===== config.mk =====
export PLATFORM = sky130hd
export DESIGN_NAME = imd_track_record_decoder_top
export DESIGN_NICKNAME = d
export VERILOG_FILES = /design/src/rtl/imdtrd_pkg.sv /design/src/rtl/imdtrd_parser.sv /design/src/rtl/imd_track_record_decoder_top.sv
export SDC_FILE = /design/constraint.sdc
export NUM_CORES = 1
export LEC_CHECK = 0
export ABC_AREA = 0
export BUFFER_PORTS_ARGS = -buffer_cell sky130_fd_sc_hd__buf_2
export CAP_MARGIN = 25
export CORE_MARGIN = 8
export CORE_UTILIZATION = 40
export DETAILED_ROUTE_END_ITERATION = 7
export SLEW_MARGIN = 15
export SYNTH_ARGS = -nofsm -noshare
export SYNTH_HDL_FRONTEND = slang
export SYNTH_HIERARCHICAL = 1
export SYNTH_SLANG_ARGS = --single-unit

===== constraint.sdc =====
create_clock -name clock -period 5 [get_ports clock]
set_clock_uncertainty 0.05 [all_clocks]
set_input_delay 0.5 -clock clock [delete_from_list [all_inputs] [get_ports clock]]
set_output_delay 0.5 -clock clock [all_outputs]
set_load 0.005 [all_outputs]

===== src/rtl/imdtrd_pkg.sv =====
// shared types and constants for the track record decoder
// used by imdtrd_parser and imd_track_record_decoder_top, no dependencies
package imdtrd_pkg;

   localparam int MAX_SIZE_CODE_DEF = 6;
   localparam int MAX_SECTORS       = 255;
   localparam int SIZE_BASE_LOG     = 7;
   localparam int TYPE_MAX          = 8;

   typedef enum logic [2:0] {
      KIND_HEADER      = 3'd0,
      KIND_SECTOR_NUM  = 3'd1,
      KIND_CYL_MAP     = 3'd2,
      KIND_HEAD_MAP    = 3'd3,
      KIND_DATA        = 3'd4,
      KIND_FILL        = 3'd5,
      KIND_UNAVAILABLE = 3'd6,
      KIND_ERROR       = 3'd7
   } kind_type;

   localparam logic [7:0] ERR_SIZE      = 8'd0;
   localparam logic [7:0] ERR_TYPE      = 8'd1;
   localparam logic [7:0] ERR_TRUNCATED = 8'd2;

   typedef struct packed {
      logic        valid;
      kind_type    kind;
      logic [7:0]  value;
      logic [7:0]  sector_index;
      logic [12:0] byte_index;
      logic [3:0]  sector_type;
      logic        record_end;
   } res_type;

   typedef struct packed {
      logic [7:0] track_mode;
      logic [7:0] cylinder;
      logic [3:0] head;
      logic [3:0] map_flags;
      logic [7:0] sector_total;
      logic [2:0] size_code;
   } hdr_type;

endpackage


===== src/rtl/imdtrd_parser.sv =====
// record parser: phase, header registers and counters, one byte per step
// depends on imdtrd_pkg
module imdtrd_parser #(
   parameter int MAX_SIZE_CODE = imdtrd_pkg::MAX_SIZE_CODE_DEF
) (
   input  logic                clock,
   input  logic                reset,
   input  logic                step,
   input  logic [7:0]          data_byte,
   input  logic                final_req,
   output imdtrd_pkg::res_type res,
   output imdtrd_pkg::hdr_type hdr
);

   localparam int BC_W = imdtrd_pkg::SIZE_BASE_LOG + MAX_SIZE_CODE;

   typedef enum logic [3:0] {
      PH_HDR0 = 4'd0,
      PH_HDR1 = 4'd1,
      PH_HDR2 = 4'd2,
      PH_HDR3 = 4'd3,
      PH_HDR4 = 4'd4,
      PH_SMAP = 4'd5,
      PH_CMAP = 4'd6,
      PH_HMAP = 4'd7,
      PH_TYPE = 4'd8,
      PH_DATA = 4'd9,
      PH_FILL = 4'd10,
      PH_SKIP = 4'd11
   } phase_type;

   phase_type           phase_ff, phase_in;
   imdtrd_pkg::hdr_type hdr_ff, hdr_in;
   logic [7:0]          sc_ff, sc_in;
   logic [BC_W-1:0]     bc_ff, bc_in;
   logic [3:0]          type_ff, type_in;

   logic                sc_last;
   logic [7:0]          sc_inc;
   logic                blk_last;
   logic [14:0]         size_m1;
   logic [13:0]         bc_wide;
   phase_type           map_next;

   assign sc_inc   = sc_ff + 8'd1;
   assign sc_last  = ({1'b0, sc_ff} + 9'd1) >= {1'b0, hdr_ff.sector_total};
   assign size_m1  = (15'd128 << hdr_ff.size_code) - 15'd1;
   assign blk_last = 15'(bc_ff) == size_m1;
   assign bc_wide  = 14'(bc_ff);

   always_comb begin
      case (phase_ff)
         PH_SMAP: begin
            if (hdr_ff.map_flags[3]) begin
               map_next = PH_CMAP;
            end else if (hdr_ff.map_flags[2]) begin
               map_next = PH_HMAP;
            end else begin
               map_next = PH_TYPE;
            end
         end
         PH_CMAP: map_next = hdr_ff.map_flags[2] ? PH_HMAP : PH_TYPE;
         default: map_next = PH_TYPE;
      endcase
   end

   always_comb begin
      phase_in         = phase_ff;
      hdr_in           = hdr_ff;
      sc_in            = sc_ff;
      bc_in            = bc_ff;
      type_in          = type_ff;
      res              = '0;
      res.kind         = imdtrd_pkg::KIND_ERROR;
      res.value        = imdtrd_pkg::ERR_TRUNCATED;
      res.sector_index = sc_ff;
      case (phase_ff)
         PH_HDR0, PH_HDR1, PH_HDR2, PH_HDR3: begin
            case (phase_ff)
               PH_HDR0: begin
                  hdr_in.track_mode = data_byte;
                  phase_in          = PH_HDR1;
               end
               PH_HDR1: begin
                  hdr_in.cylinder = data_byte;
                  phase_in        = PH_HDR2;
               end
               PH_HDR2: begin
                  hdr_in.head      = data_byte[3:0];
                  hdr_in.map_flags = data_byte[7:4];
                  phase_in         = PH_HDR3;
               end
               default: begin
                  hdr_in.sector_total = data_byte;
                  phase_in            = PH_HDR4;
               end
            endcase
            if (final_req) begin
               res.valid = 1'b1;
               phase_in  = PH_HDR0;
            end
         end
         PH_HDR4: begin
            hdr_in.size_code = data_byte[2:0];
            sc_in            = '0;
            bc_in            = '0;
            type_in          = '0;
            res.sector_index = '0;
            res.valid        = 1'b1;
            if (data_byte > 8'(MAX_SIZE_CODE)
                  || hdr_ff.sector_total > 8'(imdtrd_pkg::MAX_SECTORS)) begin
               res.value = imdtrd_pkg::ERR_SIZE;
               phase_in  = final_req ? PH_HDR0 : PH_SKIP;
            end else if (final_req && hdr_ff.sector_total != 8'd0) begin
               phase_in = PH_HDR0;
            end else begin
               res.kind       = imdtrd_pkg::KIND_HEADER;
               res.value      = '0;
               res.record_end = hdr_ff.sector_total == 8'd0;
               phase_in       = res.record_end ? PH_HDR0 : PH_SMAP;
            end
         end
         PH_SMAP, PH_CMAP, PH_HMAP: begin
            res.valid = 1'b1;
            if (final_req) begin
               phase_in = PH_HDR0;
            end else begin
               res.kind  = imdtrd_pkg::kind_type'(3'(phase_ff - 4'd4));
               res.value = data_byte;
               if (sc_last) begin
                  sc_in    = '0;
                  phase_in = map_next;
               end else begin
                  sc_in = sc_inc;
               end
            end
         end
         PH_TYPE: begin
            if (data_byte > 8'(imdtrd_pkg::TYPE_MAX)) begin
               res.valid = 1'b1;
               res.value = imdtrd_pkg::ERR_TYPE;
               phase_in  = final_req ? PH_HDR0 : PH_SKIP;
            end else begin
               type_in = data_byte[3:0];
               if (data_byte == 8'd0) begin
                  res.valid = 1'b1;
                  if (final_req && !sc_last) begin
                     phase_in = PH_HDR0;
                  end else begin
                     res.kind       = imdtrd_pkg::KIND_UNAVAILABLE;
                     res.value      = '0;
                     res.record_end = sc_last;
                     sc_in          = sc_last ? 8'd0 : sc_inc;
                     phase_in       = sc_last ? PH_HDR0 : PH_TYPE;
                  end
               end else if (final_req) begin
                  res.valid = 1'b1;
                  phase_in  = PH_HDR0;
               end else begin
                  bc_in    = '0;
                  phase_in = data_byte[0] ? PH_DATA : PH_FILL;
               end
            end
         end
         PH_DATA: begin
            res.valid = 1'b1;
            bc_in     = blk_last ? '0 : bc_ff + BC_W'(1);
            if (final_req && !(blk_last && sc_last)) begin
               phase_in = PH_HDR0;
            end else begin
               res.kind        = imdtrd_pkg::KIND_DATA;
               res.value       = data_byte;
               res.byte_index  = bc_wide[12:0];
               res.sector_type = type_ff;
               res.record_end  = blk_last && sc_last;
               if (blk_last) begin
                  sc_in    = sc_last ? 8'd0 : sc_inc;
                  phase_in = sc_last ? PH_HDR0 : PH_TYPE;
               end
            end
         end
         PH_FILL: begin
            res.valid = 1'b1;
            if (final_req && !sc_last) begin
               phase_in = PH_HDR0;
            end else begin
               res.kind        = imdtrd_pkg::KIND_FILL;
               res.value       = data_byte;
               res.sector_type = type_ff;
               res.record_end  = sc_last;
               sc_in           = sc_last ? 8'd0 : sc_inc;
               phase_in        = sc_last ? PH_HDR0 : PH_TYPE;
            end
         end
         PH_SKIP: begin
            // drop bytes until the end of the image
            if (final_req) begin
               phase_in = PH_HDR0;
            end
         end
         default: begin
            phase_in = PH_HDR0;
         end
      endcase
      if (!step) begin
         res.valid = 1'b0;
      end
   end

   always_ff @(posedge clock) begin
      if (reset) begin
         phase_ff <= PH_HDR0;
         hdr_ff   <= '0;
         sc_ff    <= '0;
         bc_ff    <= '0;
         type_ff  <= '0;
      end else if (step) begin
         phase_ff <= phase_in;
         hdr_ff   <= hdr_in;
         sc_ff    <= sc_in;
         bc_ff    <= bc_in;
         type_ff  <= type_in;
      end
   end

   assign hdr = hdr_ff;

endmodule


===== src/rtl/imd_track_record_decoder_top.sv =====
// Track record stream decoder for sector-dump disk images.
// Bytes of the image enter on the req_ channel one per request, req_tlast
// marking the final byte of the image. Back-to-back track records are parsed:
// five header bytes, sector number map, optional cylinder and head maps, then
// one data record per sector. Each meaningful byte yields one tagged result on
// the rsp_ channel (kind on rsp_tuser, record end on rsp_tlast); header bytes
// other than the fifth and nonzero sector type bytes yield none. On a size, type or
// truncation error an error result is given and bytes are dropped up to and
// including the final byte of the image.
// A request waits in the input register while the parser works on it, and the
// result register captures the result when the request advances. Throughput is
// one byte per cycle while the output is free or rsp_tready is high, set by the
// phase and counter update of the parser. While a result waits on rsp_tready, one
// more request is taken into the input register; after that req_tready drops
// until the result leaves. Synchronous reset empties both registers and returns
// the parser to the first header byte with all header registers and counters
// cleared.
// depends on imdtrd_pkg and imdtrd_parser
module imd_track_record_decoder_top #(
   parameter int MAX_SIZE_CODE = imdtrd_pkg::MAX_SIZE_CODE_DEF
) (
   input  logic        clock,
   input  logic        reset,
   input  logic        req_tvalid,
   output logic        req_tready,
   input  logic [7:0]  req_tdata,   // data_byte
   input  logic        req_tlast,   // final_req
   output logic        rsp_tvalid,
   input  logic        rsp_tready,
   // value, sector_index, byte_index, sector_type, track_mode, cylinder, head,
   // map_flags, sector_total, size_code, zero pad
   output logic [71:0] rsp_tdata,
   output logic [2:0]  rsp_tuser,   // kind
   output logic        rsp_tlast    // record_end
);

   logic                in_valid_ff, in_valid_in;
   logic [7:0]          in_byte_ff;
   logic                in_fin_ff;
   logic                out_valid_ff, out_valid_in;
   imdtrd_pkg::res_type out_ff;
   imdtrd_pkg::res_type res;
   imdtrd_pkg::hdr_type hdr;
   logic                advance;
   logic                req_take;

   assign advance     = in_valid_ff && (!out_valid_ff || rsp_tready);
   assign req_tready  = !in_valid_ff || advance;
   assign req_take    = req_tvalid && req_tready;
   assign in_valid_in = req_take || (in_valid_ff && !advance);
   assign out_valid_in = advance ? res.valid : (out_valid_ff && !rsp_tready);

   imdtrd_parser #(
      .MAX_SIZE_CODE (MAX_SIZE_CODE)
   ) u_parser (
      .clock     (clock),
      .reset     (reset),
      .step      (advance),
      .data_byte (in_byte_ff),
      .final_req (in_fin_ff),
      .res       (res),
      .hdr       (hdr)
   );

   always_ff @(posedge clock) begin
      if (reset) begin
         in_valid_ff  <= 1'b0;
         out_valid_ff <= 1'b0;
      end else begin
         in_valid_ff  <= in_valid_in;
         out_valid_ff <= out_valid_in;
      end
   end

   always_ff @(posedge clock) begin
      if (req_take) begin
         in_byte_ff <= req_tdata;
         in_fin_ff  <= req_tlast;
      end
      if (advance && res.valid) begin
         out_ff <= res;
      end
   end

   // parser holds still while a result waits, so its header registers
   // still match the result on display
   assign rsp_tvalid = out_valid_ff;
   assign rsp_tuser  = out_ff.kind;
   assign rsp_tlast  = out_ff.record_end;
   assign rsp_tdata  = {4'd0, hdr.size_code, hdr.sector_total, hdr.map_flags, hdr.head,
                        hdr.cylinder, hdr.track_mode, out_ff.sector_type,
                        out_ff.byte_index, out_ff.sector_index, out_ff.value};

`ifndef ASSERT_OFF
   a_err_no_end: assert property (@(posedge clock) disable iff (reset)
      rsp_tvalid && rsp_tuser == imdtrd_pkg::KIND_ERROR |-> !rsp_tlast)
      else $error("error result flagged as record end");

   a_err_code: assert property (@(posedge clock) disable iff (reset)
      rsp_tvalid && rsp_tuser == imdtrd_pkg::KIND_ERROR |->
         rsp_tdata[7:0] == imdtrd_pkg::ERR_SIZE || rsp_tdata[7:0] == imdtrd_pkg::ERR_TYPE
         || rsp_tdata[7:0] == imdtrd_pkg::ERR_TRUNCATED)
      else $error("unknown error code");

   a_bidx_data_only: assert property (@(posedge clock) disable iff (reset)
      rsp_tvalid && rsp_tuser != imdtrd_pkg::KIND_DATA |-> rsp_tdata[28:16] == 13'd0)
      else $error("byte index set outside data result");

   a_hdr_sidx: assert property (@(posedge clock) disable iff (reset)
      rsp_tvalid && rsp_tuser == imdtrd_pkg::KIND_HEADER |-> rsp_tdata[15:8] == 8'd0)
      else $error("header result with nonzero sector index");

   a_in_hold: assert property (@(posedge clock) disable iff (reset)
      in_valid_ff && !advance |=> in_valid_ff && $stable(in_byte_ff) && $stable(in_fin_ff))
      else $error("input register lost a pending request");
`endif

endmodule

# After elaboration in Yosys (flattened, before gate mapping)

Cells that the tools add are included.

Order comparisons: 4
Multiplexer cells: 62
Eq/ne operators: 22
Bitwise operators: 2
Add/sub/neg operators: 5
Shift-type cells: 1
Reduce and logical (&&, ||, !) cells: 40

Operator list:

| operator              | count |
|---|---|
| $mux 8                | 9 |
| $mux 4                | 17 |
| $pmux 11 s5           | 1 |
| $mux 13               | 4 |
| $pmux 8 s5            | 1 |
| $pmux 13 s3           | 1 |
| $pmux 4 s7            | 1 |
| $pmux 4 s2            | 3 |
| $mux 11               | 2 |
| $mux 10               | 2 |
| $mux 9                | 2 |
| $eq 4x3->1 const B    | 4 |
| $eq 4x4->1 const B    | 4 |
| $logic_not 8->1       | 2 |
| $eq 13x15->1          | 1 |
| $reduce_and 3->1      | 5 |
| $shl 8x3->15 const A  | 1 |
| $sub 15x1->15 const B | 1 |
| $add 13x1->13 const B | 1 |
| $ne 2x2->1 const B    | 6 |
| $mux 1                | 10 |
| $mux 5                | 2 |
| $add 8x1->9 const B   | 1 |
| $ge 9x8->1            | 1 |
| other kinds (32)      | 54 |

Register bits: 112
Input bits: 13
Word-level logic and storage cells: 156

# Depth between registers and ports, before layout

Gate-level depths: netlist of run 1.

Depth after elaboration: 8
Gate-level depth with buffers: 13

# Hierarchy

The synthesis of run 1 kept the hierarchy.

By module, submodules not included:

| module                       | area each (µm²) | cells each | instances | seq. area each (µm²) |
|---|---|---|---|---|
| imdtrd_parser                | 3985.1          | 514        | 1         | 1281.2 |
| imd_track_record_decoder_top | 1521.5          | 62         | 1         | 1421.4 |

# Worst setup path after synthesis of run 1

OpenSTA, ideal clock, no wires.

Path kind: register to register
Start point: register in_byte_ff[4]
End point: register out_ff, in the netlist rsp_tdata[0], enable pin
Data required time: 4.514 ns
Slack: 1.195 ns
Buffers on the path: 0
Data arrival time: 3.320 ns
Clock period less this slack: 3.805 ns
Cell stages (with the launch flop): 7
Path through: edfxtp_1 -> or4_4 -> o31a_1 -> o22ai_1 -> and3_1 -> nand2_1 -> nor2b_1

RTL lines:

| element                  | line                               | RTL |
|---|---|---|
| start: declaration       | imd_track_record_decoder_top.sv:38 | `logic [7:0] in_byte_ff;` |
| start signal: assignment | imd_track_record_decoder_top.sv:77 | `in_byte_ff <= req_tdata;` |
| end signal: assignment   | imd_track_record_decoder_top.sv:81 | `out_ff <= res;` |
| end: declaration         | imd_track_record_decoder_top.sv:41 | `imdtrd_pkg::res_type out_ff;` |

# Final worst setup path of run 1

Start point: register u_parser.sc_ff[0]
End point: register out_ff, in the netlist rsp_tdata[17] (data pin)

Word-level cells in the longest chain between the ends: 6

Ends and longest elaborated chain:

| element                          | line                 | RTL |
|---|---|---|
| start: declaration               | imdtrd_parser.sv:34  | `logic [7:0] sc_ff, sc_in;` |
| start signal: assignment         | imdtrd_parser.sv:220 | `sc_ff <= sc_in;` |
| $add 8x1->9                      | imdtrd_parser.sv:46  | `assign sc_last = ({1'b0, sc_ff} + 9'd1) >= {1'b0, hdr_ff.sector_total};` |
| $ge 9x8->1                       | imdtrd_parser.sv:46  |  |
| $logic_and 1x1->1                | imdtrd_parser.sv:168 | `if (final_req && !(blk_last && sc_last)) begin` |
| $logic_not 1->1                  | imdtrd_parser.sv:168 |  |
| $logic_and 1x1->1                | imdtrd_parser.sv:168 |  |
| $reduce_or 2->1 (no source line) | n/a                  |  |

No other way between the ends.
A chain may end at the register's enable or synchronous reset.

==> reports/summary.txt, run 1 <==
Clock Sinks: 112
Least-Margin Pin Slew: 1.032 ns
Core area: 13670 um^2
First-pass GRT wire length: 22310 um
Maximum clock rate: 0.2720 GHz
GRT Total Usage: 15.55%
Netlist Area Pre-Place: 5507 um^2
CTS clk-pin slew, worst paths: 0.08 ns
Chip width: 133.3 um
Die area: 17780 um^2
Register-to-Register Path Depth: 11
WL per Instance: 16.60 um
Worst skew pair latency: 0.36 ns
Async SR Flop Fraction: 0%
Post-CTS setup buffer count: 0
Cells along the critical path: ha_1 -> nand3_1 -> nor2_1 -> xor2_1 -> ha_1 -> o21a_1 -> o21ai_0 -> o21ai_0 -> a21oi_1 -> nor2_1 -> and2_1
Half-perimeter wire length after detailed placement: 9900 um
Antenna diodes: 0
Antenna-violating nets left: 0
Pwr Density: 284.3 nW/um^2
RR Endpoint: rsp_tdata[17]
Status: finished clean
Root Driver: clkbuf_16
Layout cells sized above 1: 18.36%
Total of warnings raised by yosys: 6
GRT Residual Overflow: 0
Antenna violations before repair: 0
Critical Path End: rsp_tdata[17]
Post-synth cell types: 66
Seq/Total Area, Yosys: 49.08%
FF-to-FF Start: u_parser/sc_ff[0]
Most common flop cell mapped by yosys: dfxtp_1
Slowest-stage cell, CP: o21ai_0
Setup TNS: 0 ns
R2R setup slack: 1.32 ns
Post-route DRC: 0
CP max FO: 11
Io pins: 91
Post_cts resized: 0
Slew HR: 31.16%
Initial Util: 40.29%
Finished Layout Cells: 828
FF+latch count, synth: 112
CTS tree: yes
Endpoints failing setup: 0
TritonRoute pass-1 iters: 6
Most common cell in the netlist: nor2_1
Mean Syn Cell Area: 9.560 um^2
Starting DRT DRC Count: 441
Top cells by count, synth: 83 x nor2_1, 66 x dfxtp_1, 46 x edfxtp_1
Final net count: 667
Leak: 2.443 nW
Final hold violations: 0
Placer's final routability congestion estimate: 0.8825
Worst path required time: 5.17 ns
CTS Buf Count: 9
Via count: 4418
WL final: 13740 um
Input/output buffers: 86
Fill cells: 1358
CP Data Arrival Time: 3.85 ns
Cell area after placement: 6052 um^2
Post-Syn Instances: 576
Cts hold-fix bufs: 0
Crit. Startpoint: u_parser/sc_ff[0]
Synth area leaders: edfxtp_1 25%, dfxtp_1 24%, mux2i_1 5.8%
WHS: 0.2602 ns
DR vias/cell: 5.336
Final Cycle Share: 73.52%
CTS max path bufs: 2
Chip Height: 133.3 um
CP peak stage delay: 0.68 ns
Synth top area share: 25.09%
RSZ-0062 raised after global routing: false
Worst setup SP type: flip-flop
Num rows: 43
Yosys top cell by area: edfxtp_1
Critical Path End Type: flip-flop
Peak supply drop: 0.1548 mV
Largest net degree at the start of global routing: 56
Number of global-route vias before repair: 4353
H-tree levels: 3
Crit path kind: flip-flop to flip-flop
Area Overhead vs Synth: 15.09%
Total power: 0.001802 W
Hold WC Path Type: input pin to flip-flop
Tmin final: 3.676 ns
Slew Limit Fails: 0
Inst Count DP: 812
Max_cap viols: 0
Fin area: 6337 um^2
Post-synth EDFFs: 46
==> layout make-up <==
cell class | instances | area [um^2] | share of cell area, %
Sequential cell | 112 | 2703 | 42.65
Multi-Input combinational cell | 411 | 2580 | 40.71
Timing Repair Buffer | 90 | 473.0 | 7.463
Clock buffer | 9 | 225.2 | 3.554
Tap cell | 180 | 225.2 | 3.554
Inverter | 19 | 71.32 | 1.125
Clock inverter | 7 | 60.06 | 0.9477
==> cells by family after synthesis <==
kind of cell	Yosys count	synth area share, %
AOI/OAI and AO/OA	104	13.09
xor gates and xnor gates	20	3.181
adders and majority gates	11	2.499
buffers and inverters	56	4.408
DFF	112	49.08
muxes	33	6.021
other	1	0.06810
and+or+nand+nor	239	21.65
==> power breakdown <==
part / switching (W) / internal (W) / total [W]
Clock: 0.000352 / 0.000348 / 0.000700
Combinational: 0.0000695 / 0.0000430 / 0.000112
Sequential: 0.0000267 / 0.000963 / 0.000990
Total: 0.000448 / 0.00135 / 0.00180
==> metrics by stage <==
stage | setup WS (ns) | util, %
floorplan | 1.195 | -
global placement | 1.532 | 44.14
detailed placement | 1.404 | 44.29
CTS | 1.384 | 46.37
global route | 1.011 | 46.37
finish | 1.324 | 46.37
==> critical path: cells and delay by family, from the launching register on <==
| kind | cells | cell delay (ns) |
|---|---|---|
| flip-flops | 1 | 0.42 |
| adder cells (fa/ha/maj) | 2 | 0.55 |
| AO/OA/AOI/OAI | 4 | 1.25 |
| AND/OR/NAND/NOR | 4 | 1.15 |
| XOR/XNOR | 1 | 0.11 |
==> per-layer routing <==
layer  GRT usage (%)  wire (um)  vias to the layer above  part of all wire, %
met5               0          0                        -                    0
met2           24.66       6395                      152                   47
met4           4.616        187                        0                  1.4
met1           19.41       6034                     2064                   44
li1                -          -                     2180                    -
met3           5.572       1125                       22                  8.2
==> worst min-delay path by stage <==
stage                 startpoint           endpoint  cells past startpoint
2_1_floorplan  u_parser/sc_ff[1]  u_parser/sc_ff[1]                      2
3_3_place_gp    u_parser/hdr[27]   u_parser/hdr[27]                      2
3_5_place_dp    u_parser/hdr[27]   u_parser/hdr[27]                      2
4_1_cts             req_tdata[6]      in_byte_ff[6]                      1
5_1_grt             req_tdata[4]      in_byte_ff[4]                      1
6_report            req_tdata[7]      in_byte_ff[7]                      1
==> registers in the layout, summed over array words and instances (netlist names) <==
register and count:
in_byte_ff 8, in_fin_ff 1, in_valid_ff 1, rsp_tdata 33, rsp_tlast 1, rsp_tuser 3, rsp_tvalid 1, u_parser/bc_ff 13
u_parser/hdr 35, u_parser/phase_ff 4, u_parser/sc_ff 8, u_parser/type_ff 4
==> placed cells by master (no fill, tap or decap), types with 3 or more instances in the layout <==
cell type and count:
and2_1 27, a31oi_1 4, buf_2 86, ha_1 11, or3_1 5, nand2b_1 4
or2_2 3, o21ai_0 19, and3_1 6, nor2b_1 12, dfxtp_1 66, a21oi_1 19
o21a_1 3, a32o_1 3, xnor2_1 11, o21bai_1 4, nand3_1 21, o31a_1 3
o22ai_1 4, clkbuf_16 9, xor2_1 9, conb_1 4, nor4_1 6, nor2_1 83
a22oi_1 6, o211ai_1 8, mux2i_1 32, buf_4 3, inv_1 18, a211oi_1 7
edfxtp_1 46, o2111ai_1 3, nand2_1 42, nor3_1 15
Note: power is estimated with default switching activity, not from simulation.
==> run 2: changes to the inputs <==
==> constraint.sdc (replaced) <==
create_clock -name clock -period 3.15 [get_ports clock]
set_clock_uncertainty 0.05 [all_clocks]
set_input_delay 0.315 -clock clock [delete_from_list [all_inputs] [get_ports clock]]
set_output_delay 0.315 -clock clock [all_outputs]
set_load 0.005 [all_outputs]
==> run 2 against run 1 <==
Worst hold slack worse by 0.19 ns; sequential power is 58% higher; total power is 64% higher; fmax is 23% higher; core utilization is 2.0 points higher; largest power group unchanged; sequential share of layout area is 1.8 points lower; first-iteration DRC count is 15% lower; final cell count is 3.5% higher; cell area is 4.4% higher; die area stayed put; clock power is 70% higher.
==> reports/summary.txt, run 2 (synthesis results as in run 1) <==
Status: finished clean
Most frequent cells in the layout: 86 x buf_2, 81 x nor2_1, 66 x dfxtp_1
Number of global-route vias before repair: 4435
Io pins: 91
CP Buf/Inv Count: 1
Post_cts resized: 0
Worst path required time: 3.39 ns
Crit-path most repeated cell: or3_1
Maximum clock rate: 0.3348 GHz
Die area: 17780 um^2
Final net count: 696
Largest net degree at the start of global routing: 55
GRT Total Usage: 15.65%
WL per Instance: 16.27 um
Cells along the critical path: or3_1 -> ha_1 -> or4b_1 -> o311ai_0 -> xnor2_1 -> o2111a_1 -> o211ai_1 -> buf_4 -> or3_1 -> a21oi_1
Layout cells sized above 1: 23.19%
Post-CTS setup buffer count: 0
Input/output buffers: 86
Antenna-violating nets left: 0
Total power: 0.002958 W
Final hold violations: 0
TritonRoute pass-1 iters: 5
Hold WC Path Type: input pin to flip-flop
WL final: 13940 um
Seq pwr share: 52.6%
CP peak stage delay: 0.46 ns
Cell area after placement: 6270 um^2
Chip Height: 133.3 um
CTS Buf Count: 9
Root Driver: clkbuf_16
Least-Margin Pin Slew: 0.6480 ns
Final Cycle Share: 94.81%
R2R setup slack: 0.16 ns
Crit path kind: flip-flop to flip-flop
WHS: 0.06737 ns
Logic pwr share: 7.2%
Area Overhead vs Synth: 20.13%
Peak supply drop: 0.3505 mV
Half-perimeter wire length after detailed placement: 10170 um
DR vias/cell: 5.316
Cts hold-fix bufs: 0
Initial Util: 40.29%
Max_cap viols: 0
Endpoints failing setup: 0
Core area: 13670 um^2
Crit path max-delay family: simple AND/OR/NAND/NOR gates
Commonest non-fill, non-tap cell in the layout: buf_2
Critical Path End Type: flip-flop
Leak: 2.603 nW
Storage element area: 2703 um^2
Slew HR: 56.80%
Antenna diodes: 0
Clock Sinks: 112
Worst skew pair latency: 0.37 ns
Tmin final: 2.986 ns
Slew Limit Fails: 0
Chip width: 133.3 um
Clock power share: 40.2%
Num rows: 43
CTS max path bufs: 2
Via count: 4556
Fin area: 6615 um^2
Post-route DRC: 0
CTS clk-pin slew, worst paths: 0.09 ns
Footprint of the multi-input gates: 2611 um^2
Switch share: 25.85%
Worst setup SP type: flip-flop
Antenna violations before repair: 0
Pwr Density: 447.1 nW/um^2
CP Data Arrival Time: 3.23 ns
Slowest-stage cell, CP: or4b_1
CP max FO: 11
Placer's final routability congestion estimate: 0.9122
Internal Power: 0.002193 W
First-pass GRT wire length: 22800 um
CTS tree: yes
H-tree levels: 3
Psw: 0.0007645 W
GRT Residual Overflow: 0
Max reg flops: 35
Starting DRT DRC Count: 375
Fill cells: 1301
-- run 2: layout make-up --
type	count	share of cell area (%)
Sequential cell	112	40.85
Multi-Input combinational cell	411	39.47
Timing Repair Buffer	119	10.44
Clock buffer	9	3.405
Tap cell	180	3.405
Clock inverter	7	1.343
Inverter	19	1.078
-- run 2: worst register-to-register path, delay by kind of cell (launching register included) --
kind,cells,cell delay [ns]
simple gates,3,1.20
xor+xnor,1,0.17
fa+ha+maj,1,0.23
flops,1,0.31
compound gates,4,0.78
buf+inv,1,0.19
-- run 2: power by group through the flow --
stage | registers, W | logic (W) | clock network, W
floorplan | 0.00158 | 0.000141 | 0
global placement | 0.00159 | 0.000207 | 0
detailed placement | 0.00159 | 0.000211 | 0
CTS | 0.00156 | 0.000211 | 0.00122
global route | 0.00156 | 0.000234 | 0.00127
finish | 0.00156 | 0.000212 | 0.00119
-- run 2: through the flow --
stage                     instances  utilization [%]  setup slack [ns]    TNS, ns
after floorplan                 579                -           0.04731          0
after global placement          841            45.88            0.2104          0
after detailed placement        841            45.88           0.06937          0
after CTS                       857            48.18           0.05294          0
after global routing            857            48.41         -0.001808  -0.001808
final                           857            48.41            0.1635          0
-- run 2: final timing paths --
path / from / end / cells past startpoint
worst max-delay path: u_parser/hdr[0] / u_parser/sc_ff[0] / 10
worst min-delay path: req_tdata[4] / in_byte_ff[4] / 1
worst max register to register: u_parser/hdr[0] / u_parser/sc_ff[0] / 10
worst min register to register: u_parser/sc_ff[1] / u_parser/sc_ff[1] / 2
-- run 2: metal layers --
layer | share of wire (%) | global-route usage, % | vias to the layer above
met5 | 0 | 0 | -
met4 | 1.9 | 6.301 | 0
met3 | 6.5 | 4.405 | 21
met2 | 47 | 24.80 | 146
met1 | 45 | 19.67 | 2151
li1 | - | - | 2238
==> run 3: changes to the inputs <==
--- a/config.mk
+++ b/config.mk
@@ -6,8 +6,9 @@
 export NUM_CORES = 1
 export LEC_CHECK = 0
 export ABC_AREA = 0
-export BUFFER_PORTS_ARGS = -buffer_cell sky130_fd_sc_hd__buf_2
+export BUFFER_PORTS_ARGS = -buffer_cell sky130_fd_sc_hd__clkbuf_2
 export CAP_MARGIN = 25
+export CORE_ASPECT_RATIO = 0.75
 export CORE_MARGIN = 8
 export CORE_UTILIZATION = 40
 export DETAILED_ROUTE_END_ITERATION = 7
==> run 3 against run 2 <==
Largest power group unchanged; global-route usage grew 0.91 points; non-clock buffer count grew 9; sequential power is essentially flat.
==> reports/summary.txt, run 3 (synthesis results as in run 1) <==
CP max FO: 11
Num rows: 37
Core area: 13560 um^2
CP Data Arrival Time: 3.18 ns
Slew Limit Fails: 0
DP Worst Slack: 0.004649 ns
Largest net degree at the start of global routing: 39
Layout cells sized above 1: 24.20%
Finished Layout Cells: 861
R2R setup slack: 0.20 ns
Slew HR: 61.11%
Crit. Startpoint: u_parser/hdr[0]
GRT Total Usage: 16.56%
Inst Count DP: 843
Worst hold start: req_tdata[1]
Leak: 2.637 nW
Final WS setup: 0.1993 ns
Commonest non-fill, non-tap cell in the layout: clkbuf_2
WL final: 14460 um
CTS clk-pin slew, worst paths: 0.07 ns
H-tree levels: 3
CP peak stage delay: 0.46 ns
Clock Sinks: 112
Fill cells: 1261
Antenna-violating nets left: 0
Area Overhead vs Synth: 21.04%
Initial Util: 40.60%
Least-Margin Pin Slew: 0.5825 ns
First-pass GRT wire length: 23790 um
Antenna diodes: 0
WHS Endpoint: in_byte_ff[1]
Starting DRT DRC Count: 307
CTS Buf Count: 9
GRT Residual Overflow: 0
Max_cap viols: 0
CTS max path bufs: 2
Io pins: 91
Cells along the critical path: or3_1 -> ha_1 -> or4b_1 -> o311ai_0 -> xnor2_1 -> o2111a_2 -> o211ai_1 -> buf_4 -> or3_1 -> a21oi_1
Root Driver: clkbuf_16
Maximum clock rate: 0.3389 GHz
Cell area after placement: 6304 um^2
Via count: 4587
Most frequent cells in the layout: 86 x clkbuf_2, 82 x nor2_1, 65 x dfxtp_1
Placer's final routability congestion estimate: 0.9097
Pwr Density: 434.0 nW/um^2
Endpoints failing setup: 0
FF-to-FF Start: u_parser/hdr[0]
Slowest-stage cell, CP: or4b_1
Hold Path Cell Cnt: 1
Fin area: 6665 um^2
Peak supply drop: 0.3058 mV
Tmin final: 2.951 ns
Worst setup SP type: flip-flop
Input/output buffers: 86
Chip width: 151.5 um
Hold WC Path Type: input pin to flip-flop
WL per Instance: 16.79 um
Status: finished clean
Worst path required time: 3.38 ns
Die area: 17820 um^2
DR vias/cell: 5.328
Chip Height: 117.6 um
Final net count: 705
Fin util: 49.14%
TritonRoute pass-1 iters: 4
Post-route DRC: 0
Worst skew pair latency: 0.35 ns
Max reg flops: 35
Half-perimeter wire length after detailed placement: 10860 um
RR Endpoint: u_parser/sc_ff[0]
Antenna violations before repair: 0
Final Cycle Share: 93.67%
Final hold violations: 0
Cts hold-fix bufs: 0
Crit-path most repeated cell: or3_1
Number of global-route vias before repair: 4566
Crit path kind: flip-flop to flip-flop
Register-to-Register Path Depth: 10
CTS tree: yes
Critical Path End Type: flip-flop
## run 3: cell count changes in the layout (fill, tap and decap cells not counted), sizes merged
cell,change
clkbuf,+90
buf,-77
inv,-4
clkinv,-1
clkinvlp,+1
## run 3: cell type report
cell class | instances | area (um^2) | area share (%)
clock buffers | 13 | 270.3 | 4.055
clock inverters | 3 | 22.52 | 0.3379
inverters | 19 | 71.32 | 1.070
multi-input cells | 411 | 2613 | 39.20
flip-flops and latches | 112 | 2704 | 40.57
well taps | 175 | 219.0 | 3.285
repair buffers | 128 | 765.7 | 11.49
## run 3: what timing repair did
action                                  in CTS  in global routing
endpoints found under the setup margin       6                 38
pin swaps                                    0                  1
endpoints found under the hold margin        0                  0
setup buffers                                0                  1
resized for setup                            1                 11
## run 3: metrics by stage
stage	TNS [ns]	hold WS [ns]	total power, W
2_1_floorplan	0	0.3274	0.001719
3_3_place_gp	0	0.4208	0.001806
3_5_place_dp	0	0.4329	0.001808
4_1_cts	0	0.06584	0.002922
5_1_grt	-0.01127	0.07272	0.003003
6_report	0	0.08330	0.002893
## run 3: routing by layer
metal | up-vias | track usage (%) | wire length, um
li1 | 2260 | - | -
met1 | 2176 | 22.67 | 6815
met2 | 132 | 25.06 | 6518
met3 | 19 | 4.034 | 913
met4 | 0 | 5.182 | 212
met5 | - | 0 | 0
## run 3: how the worst max path moves through the flow
stage | cells after the start | end | slack [ns]
after floorplan | 6 | rsp_tdata[0] | 0.05
after global placement | 13 | u_parser/phase_ff[1] | 0.15
after detailed placement | 11 | rsp_tdata[24] | 0.005
after CTS | 11 | rsp_tdata[6] | 0.01
after global routing | 13 | u_parser/phase_ff[1] | -0.01
final | 10 | u_parser/sc_ff[0] | 0.20
## run 3: worst max-delay path: cells and delay by family (launching register included)
kind / cells / cell delay (ns)
flops: 1 / 0.30
compound gates: 4 / 0.72
buf+inv: 1 / 0.19
xor+xnor: 1 / 0.16
fa+ha+maj: 1 / 0.23
simple gates: 3 / 1.21
## run 3: power breakdown
part,switching [W],internal [W],leakage [nW]
clock network,0.000507,0.000605,0.143
logic,0.000140,0.0000911,1.56
registers,0.0000202,0.00153,0.939
total,0.000667,0.00223,2.64
